==> src/rtl/core/lzw_pkg.sv <==
// shared constants and types of the lzw byte encoder
`default_nettype none

package lzw_pkg;

  // fixed field widths
  localparam int unsigned ByteW = 8;
  localparam int unsigned CodeW = 12;

  // defaults for the top level parameters
  localparam int unsigned DefCodeBits   = 12;
  localparam int unsigned DefSymbolCount = 256;

  typedef enum logic [1:0] {
    ST_IDLE,
    ST_SCAN,
    ST_EMIT,
    ST_LAST
  } state_e;

  // status of the dictionary search unit
  typedef struct packed {
    logic done;
    logic hit;
  } scan_status_t;

endpackage

`default_nettype wire

==> src/rtl/core/lzw_scan.sv <==
// dictionary search: walks the entries one per cycle with a single comparator
`default_nettype none

module lzw_scan
  import lzw_pkg::*;
#(
  parameter int unsigned CODE_BITS    = DefCodeBits,
  parameter int unsigned SYMBOL_COUNT = DefSymbolCount
) (
  input  wire logic                      clk_i,
  input  wire logic                      rst_ni,
  input  wire logic                      start_i,
  input  wire logic [CODE_BITS:0]        limit_i,
  input  wire logic [CODE_BITS+ByteW-1:0] key_i,
  output logic                           rd_en_o,
  output logic      [CODE_BITS-1:0]      rd_addr_o,
  input  wire logic [CODE_BITS+ByteW-1:0] rd_data_i,
  output scan_status_t                   status_o,
  output logic      [CODE_BITS-1:0]      hit_code_o
);

  localparam logic [CODE_BITS:0] FirstCode = (CODE_BITS+1)'(SYMBOL_COUNT);

  logic                 busy_q, busy_d;
  logic [CODE_BITS:0]   scan_addr_q, scan_addr_d;
  logic                 cmp_valid_q, cmp_valid_d;
  logic [CODE_BITS-1:0] cmp_addr_q, cmp_addr_d;
  logic                 match;
  logic                 issue;

  always_comb begin
    match       = busy_q && cmp_valid_q && (rd_data_i == key_i);
    issue       = busy_q && !match && (scan_addr_q < limit_i);
    busy_d      = busy_q;
    scan_addr_d = scan_addr_q;
    cmp_valid_d = cmp_valid_q;
    cmp_addr_d  = cmp_addr_q;
    if (start_i) begin
      busy_d      = 1'b1;
      scan_addr_d = FirstCode;
      cmp_valid_d = 1'b0;
    end else if (busy_q) begin
      cmp_valid_d = issue;
      if (issue) begin
        cmp_addr_d  = scan_addr_q[CODE_BITS-1:0];
        scan_addr_d = scan_addr_q + 1'b1;
      end else begin
        // either a hit or every entry below the limit missed
        busy_d = 1'b0;
      end
    end
  end

  always_ff @(posedge clk_i or negedge rst_ni) begin
    if (!rst_ni) begin
      busy_q      <= 1'b0;
      cmp_valid_q <= 1'b0;
    end else begin
      busy_q      <= busy_d;
      cmp_valid_q <= cmp_valid_d;
    end
  end

  always_ff @(posedge clk_i) begin
    scan_addr_q <= scan_addr_d;
    cmp_addr_q  <= cmp_addr_d;
  end

  assign rd_en_o       = issue;
  assign rd_addr_o     = scan_addr_q[CODE_BITS-1:0];
  assign status_o.done = busy_q && !issue;
  assign status_o.hit  = match;
  assign hit_code_o    = cmp_addr_q;

endmodule

`default_nettype wire

==> config.mk <==
export PLATFORM = sky130hd
export DESIGN_NAME = lzw_scan
export DESIGN_NICKNAME = d
export VERILOG_FILES = /design/src/rtl/core/lzw_pkg.sv /design/src/rtl/core/lzw_scan.sv
export SDC_FILE = /design/constraint.sdc
export NUM_CORES = 1
export LEC_CHECK = 0
export BUFFER_PORTS_ARGS = -buffer_cell sky130_fd_sc_hd__buf_2
export CAP_MARGIN = 10
export CORE_ASPECT_RATIO = 0.8
export CORE_MARGIN = 4
export CORE_UTILIZATION = 30
export DETAILED_ROUTE_END_ITERATION = 10
export PLACE_DENSITY_LB_ADDON = 0.05
export SYNTH_ARGS = -nofsm -noshare
export SYNTH_HDL_FRONTEND = slang
export SYNTH_SLANG_ARGS = --single-unit
==> constraint.sdc <==
create_clock -name clk_i -period 4.2 [get_ports clk_i]
set_clock_uncertainty 0.2 [all_clocks]
set_input_delay 0.84 -clock clk_i [delete_from_list [all_inputs] [get_ports clk_i]]
set_output_delay 0.84 -clock clk_i [all_outputs]
set_load 0.01 [all_outputs]
==> out/metrics.csv <==
metric;value;unit
# IOs;83;
largest net degree at the start of global routing;26;
hold-fix buffers at CTS;0;
Post-Syn Instances;191;
Num CTS Buffers;3;
H-tree levels;1;
routed len/inst;13.13;µm
worst hold path type;primary input to asynchronous set/reset pin;
area of the core;5881;µm²
die area;7377;µm²
synthesized area;1818;µm²
post-route setup TNS;0;ns
Avg Inst Size Synth;9.518;µm²
maximum root-to-sink buffer count;2;
layout cells sized above 1;37.55;%
Synthesized Nets;260;
crit path DAT;2.34;ns
antenna violations before repair;0;
Final nets;331;
Final Max Tran Viols;0;
Worst-Skew Late Latency;0.27;ns
Die W;95.04;µm
post-CTS sizing;0;
outcome;complete, no violations;
Starting Density;30.91;%
Max-slew headroom;75.78;%
top_reg_cell synth;dfxtp_1;
Worst-Margin Slew;0.3628;ns
drt pass-1 iters;4;
Synth top area share;19.82;%
minimum clock period;3.379;ns
maxcap violations;0;
startpoint types;primary input;
Fillers;651;
Fin. Hold Viols;0;
area added between synthesis and finish;24.64;%
Crit. End Element;output pin;
IR Drop Worst-Case VDD;0.1095;mV
path type of the worst setup path;primary input to output pin;
Setup violations, final;0;
WL final;4.490;mm
Core Rows;25;
Synth Warn #;0;
drt initial violations;60;
Remaining Overflow, GRT;0;
number of synthesized flops with an enable pin;12;
CTS tree;done;
# DRC;0;
ant diodes;0;
first-pass GRT wire length;7.293;mm
RSZ-0062 raised after global routing;false;
Die Span Y;77.63;µm
HPWL Detailed;3.603;mm
Sink Count;27;
Tcrit/Tclk final;80.46;%
# Post-CTS Setup Buffers;0;
clock root buffer;clkbuf_8;
worst-path maximum fanout;4;
Vias/cell;4.681;
total power draw;0.5503;mW
Clock transition at path regs;0.10;ns
ANT nets after route;0;
port bufs;82;
Power Density;242.9;nW/µm²
post-synthesis cell type with the largest combined area;edfxtp_1;
cell with the most instances after synthesis;xor2_1;
post-synthesis sequential area ratio;36.89;%
Required @ worst endpoint;3.16;ns
vias in the first global route;1516;
P_leak;1.056;nW
Yosys reg bits;27;
via count;1601;
fmax;295.9;MHz
share of flip-flops with an asynchronous set or reset;7.407;%
most frequent cells after synthesis;xor2_1, a21oi_1, buf_4;
Area contributors post-synth;edfxtp_1, dfxtp_1, ha_1;
routability cong.;0.7200;
Netlist cell types;39;
gr usage total;12.19;%
==> metal layers <==
layer | up-vias | global-route usage, % | wire [µm]
met4 | 0 | 2.161 | 28
met5 | - | 0 | 0
met1 | 714 | 18.52 | 2194
li1 | 830 | - | -
met3 | 2 | 3.973 | 358
met2 | 55 | 16.75 | 1909
==> layout by cell type, fill, tap and decap left out, types with 7 or more instances in the layout <==
master / synthesis / final
ha_1: 13 / 13
nand3_1: 7 / 7
nor2_1: 7 / 7
a21oi_1: 15 / 15
or4_1: 8 / 8
dfxtp_1: 13 / 13
xor2_1: 18 / 18
nor4_1: 9 / 9
o31ai_1: 8 / 8
nand2_1: 9 / 9
edfxtp_1: 12 / 12
inv_1: 12 / 12
buf_2: 1 / 82
==> worst paths after layout <==
| check | from | end | slack, ns | cells past startpoint |
|---|---|---|---|---|
| min | rst_ni | cmp_valid_q$_DFFE_PN0P_ | 0.13 | 1 |
| max in group asynchronous | rst_ni | busy_q$_DFF_PN0_ | 3.58 | 1 |
| min in group clk_i | scan_addr_q[12]$_SDFFE_PP0P_ | scan_addr_q[12]$_SDFFE_PP0P_ | 0.31 | 2 |
| max | limit_i[6] | status_o[1] | 0.82 | 10 |
| max reg2reg | scan_addr_q[6]$_SDFFE_PP0P_ | hit_code_o[9]$_DFFE_PP_ | 1.51 | 8 |
| min reg2reg | scan_addr_q[12]$_SDFFE_PP0P_ | scan_addr_q[12]$_SDFFE_PP0P_ | 0.31 | 2 |
==> logic make-up after synthesis <==
group | share of synthesized area, %
and+or+nand+nor | 21.61
AOI/OAI and AO/OA | 11.49
buffers and inverters | 10.18
DFF | 36.89
xor gates and xnor gates | 9.635
adders and majority gates | 8.947
muxes | 1.239
==> power by group <==
group          switching (mW)  internal (mW)  leakage (nW)
combinational          0.0528         0.0500         0.789
clock                  0.0872         0.0674        0.0217
sequential            0.00823          0.285         0.245
==> stage by stage <==
| stage | setup slack [ns] | utilization, % | hold WS [ns] | instance area [µm²] | cells |
|---|---|---|---|---|---|
| finish | 0.8205 | 38.53 | 0.1257 | 2266 | 342 |
| global route | 0.5964 | 38.53 | 0.1158 | 2266 | 342 |
| CTS | 0.8080 | 38.53 | 0.1192 | 2266 | 342 |
| detailed placement | 0.8131 | 37.70 | 0.2934 | 2217 | 338 |
| global placement | 0.8477 | 37.70 | 0.2882 | 2217 | 338 |
| floorplan | 0.6300 | - | 0.2556 | 1818 | 191 |
==> worst max-delay path, stage by stage <==
cell and delay, ns:
buf_2 0.07, inv_1 0.03, ha_1 0.29, a21oi_1 0.15, o21ai_1 0.10, a221oi_2 0.31
o31ai_2 0.11, nor2_1 0.22, nor2b_1 0.07, buf_2 0.14
==> state kept, by name (all words and copies together) (netlist names) <==
name and flops:
cmp_valid_q 1, hit_code_o 12, busy_q 1, scan_addr_q 13
==> area by class of cell <==
class	count	area (µm²)	area share [%]
sequential	27	670.6	29.60
clock inverter	1	7.507	0.3313
clock buffer	3	41.29	1.822
tap	81	101.3	4.473
multi-input combinational	133	967.2	42.68
timing repair buffer	85	432.9	19.11
inverter	12	45.04	1.988
Note: power is estimated with default switching activity, not from simulation.
